**src/design/pps_pkg.sv**
```systemverilog
// Package for the preemptive priority scheduler.
// Holds request codes, time limits and the structs shared by the top level and its cells.
// No dependencies.
package pps_pkg;

    localparam int SLOT_W = 6;
    localparam int TIME_W = 32;

    localparam logic [1:0] REQ_CLEAR = 2'd0;
    localparam logic [1:0] REQ_LOAD  = 2'd1;
    localparam logic [1:0] REQ_TICK  = 2'd2;

    localparam logic [TIME_W-1:0] TIME_MAX = '1;

    // control broadcast from the sequencer to every cell
    typedef struct packed {
        logic              clear;
        logic              load;
        logic              serve;
        logic              scan;
        logic [SLOT_W-1:0] slot;
        logic [7:0]        id;
        logic [TIME_W-1:0] arrival;
        logic [15:0]       burst;
        logic [7:0]        prio;
        logic [TIME_W-1:0] now;
    } cell_cmd_t;

    // best candidate so far, handed from cell to cell during a scan
    typedef struct packed {
        logic              found;
        logic [7:0]        prio;
        logic [TIME_W-1:0] arrival;
        logic [7:0]        id;
        logic [15:0]       burst;
        logic [15:0]       remaining;
        logic              started;
        logic [SLOT_W-1:0] slot;
    } cand_t;

endpackage

```
**src/design/pps_cell.sv**
```systemverilog
// One table slot of the preemptive priority scheduler.
// Holds one process entry and merges it into the candidate passed along the chain.
// Depends on pps_pkg.
module pps_cell #(
    parameter int IDX = 0
) (
    input  logic              clk,
    input  logic              rst_n,
    input  pps_pkg::cell_cmd_t cmd,
    input  pps_pkg::cand_t    cand_in,
    output pps_pkg::cand_t    cand_out
);

    logic        live_reg;
    logic        live_next;
    logic        started_reg;
    logic        started_next;
    logic [7:0]  id_reg;
    logic [31:0] arrival_reg;
    logic [15:0] burst_reg;
    logic [15:0] remaining_reg;
    logic [15:0] remaining_next;
    logic [7:0]  prio_reg;
    pps_pkg::cand_t cand_reg;
    pps_pkg::cand_t cand_next;
    pps_pkg::cand_t own;

    logic hit;
    logic eligible;
    logic wins;

    assign hit = (cmd.slot == pps_pkg::SLOT_W'(IDX));

    always_comb
    begin
        live_next      = live_reg;
        started_next   = started_reg;
        remaining_next = remaining_reg;
        if (cmd.clear)
        begin
            live_next    = 1'b0;
            started_next = 1'b0;
        end
        else if (cmd.load && hit)
        begin
            live_next      = 1'b1;
            started_next   = 1'b0;
            remaining_next = cmd.burst;
        end
        else if (cmd.serve && hit)
        begin
            started_next   = 1'b1;
            remaining_next = remaining_reg - 16'd1;
            if (remaining_reg == 16'd1)
            begin
                live_next = 1'b0;
            end
        end
    end

    always_comb
    begin
        own.found     = 1'b1;
        own.prio      = prio_reg;
        own.arrival   = arrival_reg;
        own.id        = id_reg;
        own.burst     = burst_reg;
        own.remaining = remaining_reg;
        own.started   = started_reg;
        own.slot      = pps_pkg::SLOT_W'(IDX);

        eligible = live_reg && (arrival_reg <= cmd.now);
        // strict order keeps the earlier slot on a full tie
        if (prio_reg != cand_in.prio)
        begin
            wins = prio_reg < cand_in.prio;
        end
        else if (arrival_reg != cand_in.arrival)
        begin
            wins = arrival_reg < cand_in.arrival;
        end
        else
        begin
            wins = id_reg < cand_in.id;
        end

        cand_next = cand_reg;
        if (cmd.scan)
        begin
            if (eligible && (!cand_in.found || wins))
            begin
                cand_next = own;
            end
            else
            begin
                cand_next = cand_in;
            end
        end
    end

    always_ff @(posedge clk or negedge rst_n)
    begin
        if (!rst_n)
        begin
            live_reg    <= 1'b0;
            started_reg <= 1'b0;
            cand_reg    <= '0;
        end
        else
        begin
            live_reg    <= live_next;
            started_reg <= started_next;
            cand_reg    <= cand_next;
        end
    end

    always_ff @(posedge clk)
    begin
        remaining_reg <= remaining_next;
        if (cmd.load && hit && !cmd.clear)
        begin
            id_reg      <= cmd.id;
            arrival_reg <= cmd.arrival;
            burst_reg   <= cmd.burst;
            prio_reg    <= cmd.prio;
        end
    end

    assign cand_out = cand_reg;

endmodule

```
**config.mk**
```make
export PLATFORM = sky130hd
export DESIGN_NAME = pps_cell
export DESIGN_NICKNAME = d
export VERILOG_FILES = /design/src/design/pps_pkg.sv /design/src/design/pps_cell.sv
export SDC_FILE = /design/constraint.sdc
export NUM_CORES = 1
export LEC_CHECK = 0
export ABC_AREA = 1
export BUFFER_PORTS_ARGS = -buffer_cell sky130_fd_sc_hd__buf_2
export CORE_ASPECT_RATIO = 1.2
export CORE_UTILIZATION = 45
export DETAILED_ROUTE_END_ITERATION = 16
export PLACE_DENSITY = 0.71
export SETUP_SLACK_MARGIN = 0.02
export SYNTH_ARGS = -nofsm -noshare
export SYNTH_HDL_FRONTEND = slang
export SYNTH_SLANG_ARGS = --single-unit
```
**constraint.sdc**
```tcl
create_clock -name clk -period 3.4 [get_ports clk]
set_input_delay 0.17 -clock clk [delete_from_list [all_inputs] [get_ports clk]]
set_output_delay 0.17 -clock clk [all_outputs]
set_load 0.02 [all_outputs]
```
==> results by group, run 1 <==
STA
  • Tmin final: 2.68 ns
  • Final setup viols: 0
  • TNS Setup: 0 ns
  • Unrepaired setup endpoints after global routing: false
  • Worst relative slew slack: 25.9%
  • Final setup margin: 0.721 ns
  • Slew @ Worst Pin: 1.11 ns
  • Fmax: 0.373 GHz
  • Crit share post-route: 78.8%
  • Final hold vios: 0
  • WHS: 0.0295 ns
  • Final Slew Violations: 0
  • Setup Skew: 0.0178 ns

Global route
  • Vias in the first global route: 9309
  • GRT overflow: 0
  • Largest net degree at the start of global routing: 89
  • Initial antenna violation count: 1
  • All-Layer GR Usage: 26.3%
  • First-pass GRT wire length: 44700 um

Setup path
  • Reg2reg setup slack: 0.72 ns
  • CP arrival: 2.99 ns
  • CP Max Fanout: 43
  • Worst Setup EP: cand_out[71]
  • Critical path origin: arrival_reg[27]
  • Reg-to-reg critical path endpoint: cand_out[71]
  • Startpoint of the worst register-to-register path: arrival_reg[27]
  • Critical path class: register to register
  • WP data required: 3.71 ns
  • Crit start category: register
  • CP endpoint kind: register
  • Register-to-Register Path Depth: 17

Placement
  • Final Wtd Congestion: 0.851
  • Dpl cells: 1719
  • Area after DPL: 11400 sq um
  • Post-DP HPWL: 19300 um
  • Dpl ws: 0.719 ns
  • PortBufs: 283

Route
  • Residual DRC: 0
  • Post-Route WL: 28000 um
  • ANT nets after route: 0
  • DRT iter0 DRCs: 531
  • Pre-antenna DRT Iters: 5
  • Routed wire per std cell: 15.3 um
  • DR vias: 9107
  • Vias/cell: 4.99

Synth
  • Syn_nets: 1477
  • Synth warn: 0
  • Sequential-to-total area share from yosys stat: 47.8%
  • Syn Area/Cell: 8.12 sq um
  • Mapped cell area: 9740 sq um
  • Post-synth EDFFs: 80
  • Netlist cell types: 30
  • Post-synthesis cell count: 1200
  • Ys flop type: dfrtp_1
  • Async S/R FF share, synth: 52.9%
  • Seq cells post-synth: 170

Die
  • Die height: 163 um
  • Die area: 22200 sq um
  • Die Width: 136 um
  • Row count: 58
  • Initial Util: 46.1%
  • Number of top-level pins: 284
  • Core area: 21100 sq um

Cells and area
  • Most common cell after layout, fill and taps aside: nand2_1
  • Area Growth Syn to Fin: 30.8%
  • Finished Cell Area: 12700 sq um
  • Multi-input gate area: 4020 sq um
  • Register area: 4650 sq um
  • Nets: 1818
  • Largest register FFs: 88
  • Fillers: 1874
  • Share of cells above drive strength 1: 21.8%
  • Commonest non-fill, non-tap cells in the layout: nand2_1 (351), buf_2 (281), inv_1 (219)
  • Cell Count, Final, Fillers Out: 1825

Power and ir drop
  • Pwr Density: 396 nW/um^2
  • Maximum VDD drop: 0.317 mV
  • Leak: 7.00 nW

Clocking
  • Total number of H-tree levels: 4
  • Root buf cell: clkbuf_16
  • Clock Sinks: 170
  • CTS resizes: 0
  • CTS max path bufs: 2
  • TritonCTS buffer count: 17
  • Clk_lat worst skew: 0.43 ns
  • CTS clk-pin slew, worst paths: 0.08 ns
  • CTS tree: done

Worst hold path
  • HP Class: primary input to register

Run
  • Max-Cap Viols: 0

Run status
  • Status: finished clean
==> metrics by stage <==
step           total power, mW  util, %
3_3_place_gp              3.06     54.0
5_1_grt                   5.25     60.3
3_5_place_dp              3.07     54.0
2_1_floorplan             2.73        -
6_report                  5.05     60.3
4_1_cts                   5.08     60.3
==> synth_stat cells, types with 7 or more instances <==
| master | count | area, sq um |
|---|---|---|
| a21oi_1 | 46 | 230 |
| a31oi_1 | 7 | 43.8 |
| buf_1 | 7 | 26.3 |
| buf_2 | 15 | 75.1 |
| buf_4 | 7 | 52.6 |
| clkbuf_1 | 15 | 56.3 |
| dfrtp_1 | 90 | 2250 |
| edfxtp_1 | 80 | 2400 |
| ha_1 | 81 | 1010 |
| inv_1 | 219 | 822 |
| nand2_1 | 351 | 1320 |
| nand3_1 | 179 | 896 |
| nand4_1 | 7 | 43.8 |
| nor2_1 | 54 | 203 |
| o21ai_0 | 11 | 55.1 |
==> logic make-up after synthesis <==
group	count (synthesis)	share of synthesized area, %
compound gates	72	4.06
xor+xnor	6	0.540
fa+ha+maj	81	10.4
buf+inv	269	11.1
flops	170	47.8
simple gates	602	26.1
==> worst max-delay path, cell delays in order, from the launching register on <==
cell	delay, ns
edfxtp_1	0.43
ha_1	0.32
nand2_1	0.06
inv_2	0.05
nand3_1	0.06
nor2_1	0.19
nand3_1	0.19
nor2_1	0.18
nor2_1	0.07
nand2_1	0.06
nand2_1	0.04
nand2_1	0.09
nand2_4	0.08
nand2_4	0.21
buf_12	0.27
nand2_1	0.09
nand3_1	0.08
nand2_1	0.08
==> how the worst min path moves through the flow <==
stage                            from              to  slack (ns)  cells past startpoint
after detailed placement      cmd[59]  arrival_reg[3]        0.35                      1
after global placement        cmd[39]     prio_reg[7]        0.35                      1
after global routing      cand_in[24]    cand_out[24]        0.03                      5
after floorplan                 rst_n     cand_out[0]       -0.13                      0
after CTS                 cand_in[24]    cand_out[24]        0.02                      5
final                     cand_in[24]    cand_out[24]        0.03                      5
==> cell type report <==
cell class | instances | share of cell area (%)
timing repair buffer | 370 | 18.0
sequential | 170 | 36.5
clock buffer | 17 | 3.34
tap | 270 | 2.65
clock inverter | 15 | 1.37
inverter | 221 | 6.52
antenna | 1 | 0.0197
multi-input combinational | 761 | 31.5
==> where the power goes <==
part / switching, mW / internal, mW
Sequential: 0.0581 / 2.25
Clock: 0.959 / 0.993
Combinational: 0.467 / 0.323
Total: 1.48 / 3.56
==> routing by layer <==
layer	up-vias	routed length, um	global-route usage, %
met2	327	14000	46.4
met3	64	1660	4.41
met1	4216	11300	30.7
met5	-	0	0
li1	4500	-	-
met4	0	1080	12.7
==> timing repair <==
item                                   4_1_cts  5_1_grt
buffers inserted                             0        0
endpoints found under the hold margin      142        0
hold buffers                                73        0
No activity file was read; power rests on OpenSTA's default activity.
==> run 2, diff against run 1 <==
--- a/config.mk
+++ b/config.mk
@@ -10,7 +10,7 @@
 export CORE_ASPECT_RATIO = 1.2
 export CORE_UTILIZATION = 45
 export DETAILED_ROUTE_END_ITERATION = 16
-export PLACE_DENSITY = 0.71
+export PLACE_DENSITY = 0.74
 export SETUP_SLACK_MARGIN = 0.02
 export SYNTH_ARGS = -nofsm -noshare
 export SYNTH_HDL_FRONTEND = slang
==> constraint.sdc (replaced) <==
create_clock -name clk -period 2.4 [get_ports clk]
set_input_delay 0.12 -clock clk [delete_from_list [all_inputs] [get_ports clk]]
set_output_delay 0.12 -clock clk [all_outputs]
set_load 0.02 [all_outputs]
==> run 2 against run 1 <==
  * The run now ends with setup timing left
  * Global-route usage increased by 1.2 points
  * Critical path depth decreased by 2
  * Maximum frequency increased by 9.1%
  * Hold slack got worse by 0.017 ns
  * Sequential power increased by 42%
  * Final cell count increased by 5.2%
  * Via count increased by 8.3%
  * Wire length increased by 17%
  * Clock skew decreased by 0.0068 ns
  * Sequential share of layout area decreased by 4.4 points
==> results by group, run 2 (synthesis results as in run 1) <==
Cells and area
  • Commonest non-fill, non-tap cells in the layout: nand2_1 (303), buf_2 (281), inv_1 (219) (was nand2_1 (351), buf_2 (281), inv_1 (219))
  • Nets: 1912 (was 1818)
  • Register area: 4650 sq um (unchanged)
  • Finished Cell Area: 14500 sq um (was 12700 sq um)
  • Largest register FFs: 88 (unchanged)
  • Multi-input gate area: 4500 sq um (was 4020 sq um)
  • Share of cells above drive strength 1: 30.0% (was 21.8%)
  • Most common cell after layout, fill and taps aside: nand2_1 (unchanged)
  • Fillers: 1553 (was 1874)
  • Area Growth Syn to Fin: 48.7% (was 30.8%)

Setup path
  • Reg2reg setup slack: -0.06 ns (was 0.72 ns)
  • Crit start category: register (unchanged)
  • Largest stage delay, worst path: 0.49 ns (was 0.43 ns)
  • WP data required: 2.77 ns (was 3.71 ns)
  • Register-to-Register Path Depth: 15 (was 17)
  • Crit-path slowest cell: edfxtp_1 (unchanged)
  • Top delay family on crit path: simple AND/OR/NAND/NOR gates (unchanged)
  • Reg-to-reg critical path endpoint: cand_out[7] (was cand_out[71])
  • Startpoint of the worst register-to-register path: arrival_reg[29] (was arrival_reg[27])
  • Crit-path cells: ha_4 > a21oi_2 > nor2_1 > nor3_2 > nand2_1 > a21oi_2 > nand2_2 > a21boi_4 > buf_12 > nand2_8 > buf_6 > clkbuf_16 > nand2_2 > nand3_1 > nand2_1 (was ha_1 > nand2_1 > inv_2 > nand3_1 > nor2_1 > nand3_1 > nor2_1 > nor2_1 > nand2_1 > nand2_1 > nand2_1 > nand2_4 > nand2_4 > buf_12 > nand2_1 > nand3_1 > nand2_1)
  • CP endpoint kind: register (unchanged)
  • Critical path class: register to register (unchanged)
  • CP Max Fanout: 7 (was 43)
  • Worst Path Buf+Inv: 3 (was 2)
  • CP arrival: 2.83 ns (was 2.99 ns)

Route
  • Residual DRC: 0 (unchanged)
  • DRT iter0 DRCs: 839 (was 531)
  • DR vias: 9867 (was 9107)
  • Routed wire per std cell: 17.1 um (was 15.3 um)
  • Vias/cell: 5.14 (was 4.99)
  • ANT nets after route: 0 (unchanged)
  • Post-Route WL: 32900 um (was 28000 um)
  • Pre-antenna DRT Iters: 5 (unchanged)

Power and ir drop
  • Maximum VDD drop: 0.480 mV (was 0.317 mV)
  • Part of the power in registers: 44.4% (was 45.7%)
  • Logic pwr share: 18.0% (was 15.7%)
  • Power Total: 7.37 mW (was 5.05 mW)
  • Sw power: 2.20 mW (was 1.48 mW)
  • Pwr Density: 509 nW/um^2 (was 396 nW/um^2)
  • Clock network fraction of total power: 37.7% (was 38.7%)
  • Switching Share: 29.8% (was 29.4%)
  • Cell-internal power: 5.18 mW (was 3.56 mW)
  • Leak: 7.66 nW (was 7.00 nW)

Global route
  • Initial antenna violation count: 1 (unchanged)
  • All-Layer GR Usage: 27.5% (was 26.3%)
  • Vias in the first global route: 9739 (was 9309)
  • Largest net degree at the start of global routing: 74 (was 89)
  • First-pass GRT wire length: 47000 um (was 44700 um)
  • GRT overflow: 0 (unchanged)

Die
  • Initial Util: 46.1% (unchanged)
  • Die Width: 136 um (unchanged)
  • Die area: 22200 sq um (unchanged)
  • Number of top-level pins: 284 (unchanged)
  • Row count: 58 (unchanged)
  • Die height: 163 um (unchanged)
  • Core area: 21100 sq um (unchanged)

Clocking
  • Root buf cell: clkbuf_16 (unchanged)
  • Clk_lat worst skew: 0.44 ns (was 0.43 ns)
  • Clock Sinks: 170 (unchanged)
  • TritonCTS buffer count: 17 (unchanged)
  • CTS max path bufs: 2 (unchanged)
  • Total number of H-tree levels: 4 (unchanged)
  • CTS clk-pin slew, worst paths: 0.08 ns (about the same)
  • CTS tree: done (unchanged)

STA
  • Fmax: 0.407 GHz (was 0.373 GHz)
  • Final hold vios: 0 (unchanged)
  • Setup Skew: 0.0110 ns (was 0.0178 ns)
  • Final Slew Violations: 0 (unchanged)
  • Worst relative slew slack: 40.9% (was 25.9%)
  • Final setup margin: -0.0563 ns (was 0.721 ns)
  • Unrepaired setup endpoints after global routing: true (was false)
  • Tmin final: 2.46 ns (was 2.68 ns)
  • Final setup viols: 65 (was 0)
  • Crit share post-route: 102% (was 78.8%)
  • Slew @ Worst Pin: 0.887 ns (was 1.11 ns)

Run status
  • Failing checks: setup timing
  • Status: finished with violations (was finished clean)

Run
  • Max-Cap Viols: 0 (unchanged)

Worst hold path
  • WHS Path Cells: 5 (unchanged)
  • Min-delay src: cand_in[82] (was cand_in[24])
  • Worst hold path endpoint: cand_out[82] (was cand_out[24])
  • HP Class: primary input to register (unchanged)

Placement
  • Area after DPL: 11700 sq um (was 11400 sq um)
  • Final Wtd Congestion: 0.892 (was 0.851)
  • Post-DP HPWL: 19900 um (was 19300 um)
  • PortBufs: 283 (unchanged)
  • Dpl ws: -0.0776 ns (was 0.719 ns)
## run 2: repair_timing
action / 4_1_cts / 5_1_grt
endpoints found under the setup margin: 75 / 87
resized for setup: 21 / 101
hold buffers: 111 / 0
buffers inserted: 11 / 8
endpoints found under the hold margin: 137 / 0
cloned: 4 / 14
pin swaps: 12 / 73
## run 2: how the worst max path moves through the flow
stage	cells past startpoint	slack, ns	endpoint	start
4_1_cts	16	-0.05	cand_out[64]	arrival_reg[27]
3_3_place_gp	16	-0.04	cand_out[34]	arrival_reg[27]
3_5_place_dp	17	-0.08	cand_out[44]	arrival_reg[27]
2_1_floorplan	5	0.05	remaining_reg[0]	cmd[99]
5_1_grt	16	-0.18	cand_out[34]	arrival_reg[31]
6_report	15	-0.06	cand_out[7]	arrival_reg[29]
## run 2: per-stage QoR
stage	setup TNS (ns)	instances	utilization, %	hold slack, ns
6_report	-1.57	1919	68.6	0.0130
2_1_floorplan	0	1200	-	-0.176
3_3_place_gp	-0.932	1739	55.4	0.105
3_5_place_dp	-2.11	1739	55.4	0.112
5_1_grt	-12.88	1919	68.6	0.0300
4_1_cts	-0.825	1897	64.9	0.0000152
## run 2: power by group through the flow
| stage | sequential [mW] | combinational, mW | clock, mW |
|---|---|---|---|
| floorplan | 3.48 | 0.385 | 0 |
| global placement | 3.33 | 1.03 | 0 |
| detailed placement | 3.33 | 1.05 | 0 |
| CTS | 3.27 | 1.22 | 2.81 |
| global route | 3.28 | 1.44 | 2.93 |
| finish | 3.27 | 1.32 | 2.78 |
## run 2: layout make-up
class	count	share of cell area (%)
well taps	270	2.33
inverters	221	5.74
clock buffers	17	2.94
clock inverters	15	1.16
diodes	1	0.0173
multi-input cells	761	31.1
flip-flops and latches	170	32.1
repair buffers	464	24.6
## run 2: worst register-to-register path, cell delays in order (launching register included)
cell,delay (ns)
edfxtp_1,0.49
ha_4,0.27
a21oi_2,0.18
nor2_1,0.07
nor3_2,0.16
nand2_1,0.09
a21oi_2,0.13
nand2_2,0.08
a21boi_4,0.15
buf_12,0.15
nand2_8,0.08
buf_6,0.14
clkbuf_16,0.17
nand2_2,0.06
nand3_1,0.07
nand2_1,0.12
## run 2: routing by layer
metal	global-route usage (%)	wire length, um	up-vias
met2	49.3	17000	461
met1	31.6	12500	4619
met4	12.9	1200	0
li1	-	-	4690
met5	0	0	-
met3	4.53	2180	97
==> run 3, diff against run 2 <==
--- a/config.mk
+++ b/config.mk
@@ -11,7 +11,7 @@
 export CORE_UTILIZATION = 45
 export DETAILED_ROUTE_END_ITERATION = 16
 export PLACE_DENSITY = 0.74
-export SETUP_SLACK_MARGIN = 0.02
+export SETUP_SLACK_MARGIN = 0.2
 export SYNTH_ARGS = -nofsm -noshare
 export SYNTH_HDL_FRONTEND = slang
 export SYNTH_SLANG_ARGS = --single-unit
==> run 3 against run 2 <==
  * Via count rose by 2.9%
  * Global-route usage up 3.0 points
  * Non-clock buffer count shrank 3
  * Total power is 1.7% higher
  * Final cell count fell by 0.16%
  * Die area unchanged
  * Sequential share of layout area down 0.58 points
  * Clock power up 3%
  * The flow still finishes with violations (setup timing)
  * Final area grew 1.8%
  * Combinational power grew 3%
==> results by group, run 3 (synthesis results as in run 1) <==
Die
  • Core area: 21100 sq um (unchanged)
  • Row count: 58 (unchanged)
  • Initial Util: 46.1% (unchanged)
  • Die Width: 136 um (unchanged)
  • Die height: 163 um (unchanged)
  • Number of top-level pins: 284 (unchanged)
  • Die area: 22200 sq um (unchanged)

Worst hold path
  • Worst hold path endpoint: cand_out[40] (was cand_out[82])
  • WHS Path Cells: 5 (unchanged)
  • HP Class: primary input to register (unchanged)
  • Min-delay src: cand_in[40] (was cand_in[82])

Setup path
  • CP most frequent cell: nand2_1
  • CP Max Fanout: 7 (unchanged)
  • Worst Path Buf+Inv: 4 (was 3)
  • Largest stage delay, worst path: 0.47 ns (was 0.49 ns)
  • Reg2reg setup slack: -0.11 ns (was -0.06 ns)
  • CP arrival: 2.89 ns (was 2.83 ns)
  • Crit-path cells: buf_6 > ha_4 > nand2_1 > nor2_1 > nand2_1 > nor2_2 > nand2_2 > a21boi_4 > buf_12 > nand2_8 > buf_6 > buf_12 > nand2_1 > nand3_2 > nand2_1 (was ha_4 > a21oi_2 > nor2_1 > nor3_2 > nand2_1 > a21oi_2 > nand2_2 > a21boi_4 > buf_12 > nand2_8 > buf_6 > clkbuf_16 > nand2_2 > nand3_1 > nand2_1)
  • Reg-to-reg critical path endpoint: cand_out[12] (was cand_out[7])
  • Crit-path slowest cell: edfxtp_1 (unchanged)
  • Register-to-Register Path Depth: 15 (unchanged)
  • CP endpoint kind: register (unchanged)
  • Startpoint of the worst register-to-register path: arrival_reg[11] (was arrival_reg[29])
  • WP data required: 2.78 ns (was 2.77 ns)
  • Top delay family on crit path: simple AND/OR/NAND/NOR gates (unchanged)
  • Crit start category: register (unchanged)
  • Critical path class: register to register (unchanged)

Clocking
  • TritonCTS buffer count: 17 (unchanged)
  • Total number of H-tree levels: 4 (unchanged)
  • Root buf cell: clkbuf_16 (unchanged)
  • CTS max path bufs: 2 (unchanged)
  • Clk_lat worst skew: 0.44 ns (about the same)
  • Clock Sinks: 170 (unchanged)
  • CTS clk-pin slew, worst paths: 0.08 ns (about the same)
  • CTS tree: done (unchanged)

Route
  • Residual DRC: 0 (unchanged)
  • Top layer in use: met4 (unchanged)
  • Routed wire per std cell: 18.0 um (was 17.1 um)
  • DR vias: 10152 (was 9867)
  • Met3 routed wirelength: 3100 um (was 2180 um)
  • Met2 WL: 16900 um (was 17000 um)
  • Vias/cell: 5.30 (was 5.14)
  • ANT nets after route: 0 (unchanged)
  • Pre-antenna DRT Iters: 7 (was 5)
  • Metal-1 WL: 12600 um (was 12500 um)
  • Post-Route WL: 34500 um (was 32900 um)
  • DRT iter0 DRCs: 833 (was 839)

STA
  • Unrepaired setup endpoints after global routing: true (unchanged)
  • Crit share post-route: 105% (was 102%)
  • Final setup viols: 65 (unchanged)
  • Slew @ Worst Pin: 0.659 ns (was 0.887 ns)
  • Setup Skew: 0.0145 ns (was 0.0110 ns)
  • Tmin final: 2.51 ns (was 2.46 ns)
  • Worst relative slew slack: 56.0% (was 40.9%)
  • Final Slew Violations: 0 (unchanged)
  • WHS: 0.0145 ns (was 0.0130 ns)
  • TNS Setup: -2.44 ns (was -1.57 ns)
  • Final setup margin: -0.108 ns (was -0.0563 ns)
  • Final hold vios: 0 (unchanged)
  • Fmax: 0.399 GHz (was 0.407 GHz)

Placement
  • Final Wtd Congestion: 0.867 (was 0.892)
  • Post-DP HPWL: 19700 um (was 19900 um)
  • PortBufs: 283 (unchanged)
  • Dpl ws: -0.0758 ns (was -0.0776 ns)
  • Area after DPL: 11600 sq um (was 11700 sq um)

Cells and area
  • Commonest non-fill, non-tap cells in the layout: nand2_1 (315), buf_2 (281), inv_1 (218) (was nand2_1 (303), buf_2 (281), inv_1 (219))
  • Largest register FFs: 88 (unchanged)
  • Nets: 1909 (was 1912)
  • Share of cells above drive strength 1: 31.0% (was 30.0%)
  • Area Growth Syn to Fin: 51.4% (was 48.7%)
  • Finished Cell Area: 14700 sq um (was 14500 sq um)
  • Most common cell after layout, fill and taps aside: nand2_1 (unchanged)

Power and ir drop
  • Switching Share: 30.6% (was 29.8%)
  • Cell-internal power: 5.20 mW (was 5.18 mW)
  • Pwr Density: 509 nW/um^2 (about the same)
  • Clock network fraction of total power: 38.3% (was 37.7%)
  • Logic pwr share: 18.2% (was 18.0%)
  • Sw power: 2.30 mW (was 2.20 mW)
  • Leak: 7.72 nW (was 7.66 nW)
  • Part of the power in registers: 43.6% (was 44.4%)
  • Maximum VDD drop: 0.458 mV (was 0.480 mV)

Global route
  • Initial antenna violation count: 1 (unchanged)
  • Vias in the first global route: 10362 (was 9739)
  • Largest net degree at the start of global routing: 56 (was 74)
  • First-pass GRT wire length: 51500 um (was 47000 um)
  • All-Layer GR Usage: 30.5% (was 27.5%)
  • GRT overflow: 0 (unchanged)

Run status
  • Status: finished with violations (unchanged)
  • Failing checks: setup timing (unchanged)

Run
  • Max-Cap Viols: 0 (unchanged)
==> run 3: cell types whose count changed in the layout (fill, tap and decap cells not counted), sizes merged <==
cell and delta:
dlygate4sd3 +1, clkinv +1, clkinvlp -1, buf +2, clkbuf -7, bufbuf +1
==> run 3: area by class of cell <==
cell class,count,area (sq um)
Fill cell,1528,6370
Sequential cell,170,4650
Multi-Input combinational cell,761,4630
Timing Repair Buffer,461,3670
Inverter,221,831
Clock buffer,17,425
Tap cell,270,338
Clock inverter,15,191
Antenna cell,1,2.50
==> run 3: tightest hold or removal path: stages <==
cell	delay [ns]
buf_2	0.07
inv_1	0.04
nand2_1	0.06
nand3_1	0.06
nand2_1	0.06
==> run 3: how the worst max path moves through the flow <==
stage / to / slack [ns] / from / depth (start not counted)
after global placement: cand_out[18] / -0.03 / arrival_reg[15] / 13
after detailed placement: cand_out[39] / -0.08 / arrival_reg[30] / 15
final: cand_out[12] / -0.11 / arrival_reg[11] / 15
after floorplan: arrival_reg[0] / 0.20 / cmd[99] / 4
after CTS: cand_out[20] / -0.02 / arrival_reg[23] / 16
after global routing: cand_out[13] / -0.25 / arrival_reg[29] / 15
==> run 3: stage by stage <==
stage          total power, mW  util, %  instances
4_1_cts                   7.45     67.9       1906
6_report                  7.50     69.8       1916
3_3_place_gp              4.34     54.9       1733
3_5_place_dp              4.36     54.9       1733
5_1_grt                   7.78     69.8       1915
2_1_floorplan             3.87        -       1200
==> run 3: per-layer routing <==
| metal | vias to the layer above | global-route usage (%) |
|---|---|---|
| met5 | - | 0 |
| met4 | 0 | 17.4 |
| met3 | 167 | 7.05 |
| met2 | 601 | 52.1 |
| met1 | 4698 | 34.7 |
| li1 | 4686 | - |
==> run 3: what timing repair did <==
action                                 4_1_cts  5_1_grt
cloned                                      15        3
pin swaps                                   26       47
buffers inserted                            14        6
endpoints found under the hold margin      145        0
gates resized for setup                     91       76
setup endpoints to repair                   88       89
hold buffers                               112        0
==> run 3: power by group through the flow <==
stage	Combinational, mW	Clock, mW	Sequential (mW)
after CTS	1.30	2.89	3.26
final	1.36	2.87	3.27
after global placement	1.02	0	3.32
after global routing	1.48	3.02	3.28
after floorplan	0.386	0	3.48
after detailed placement	1.05	0	3.32
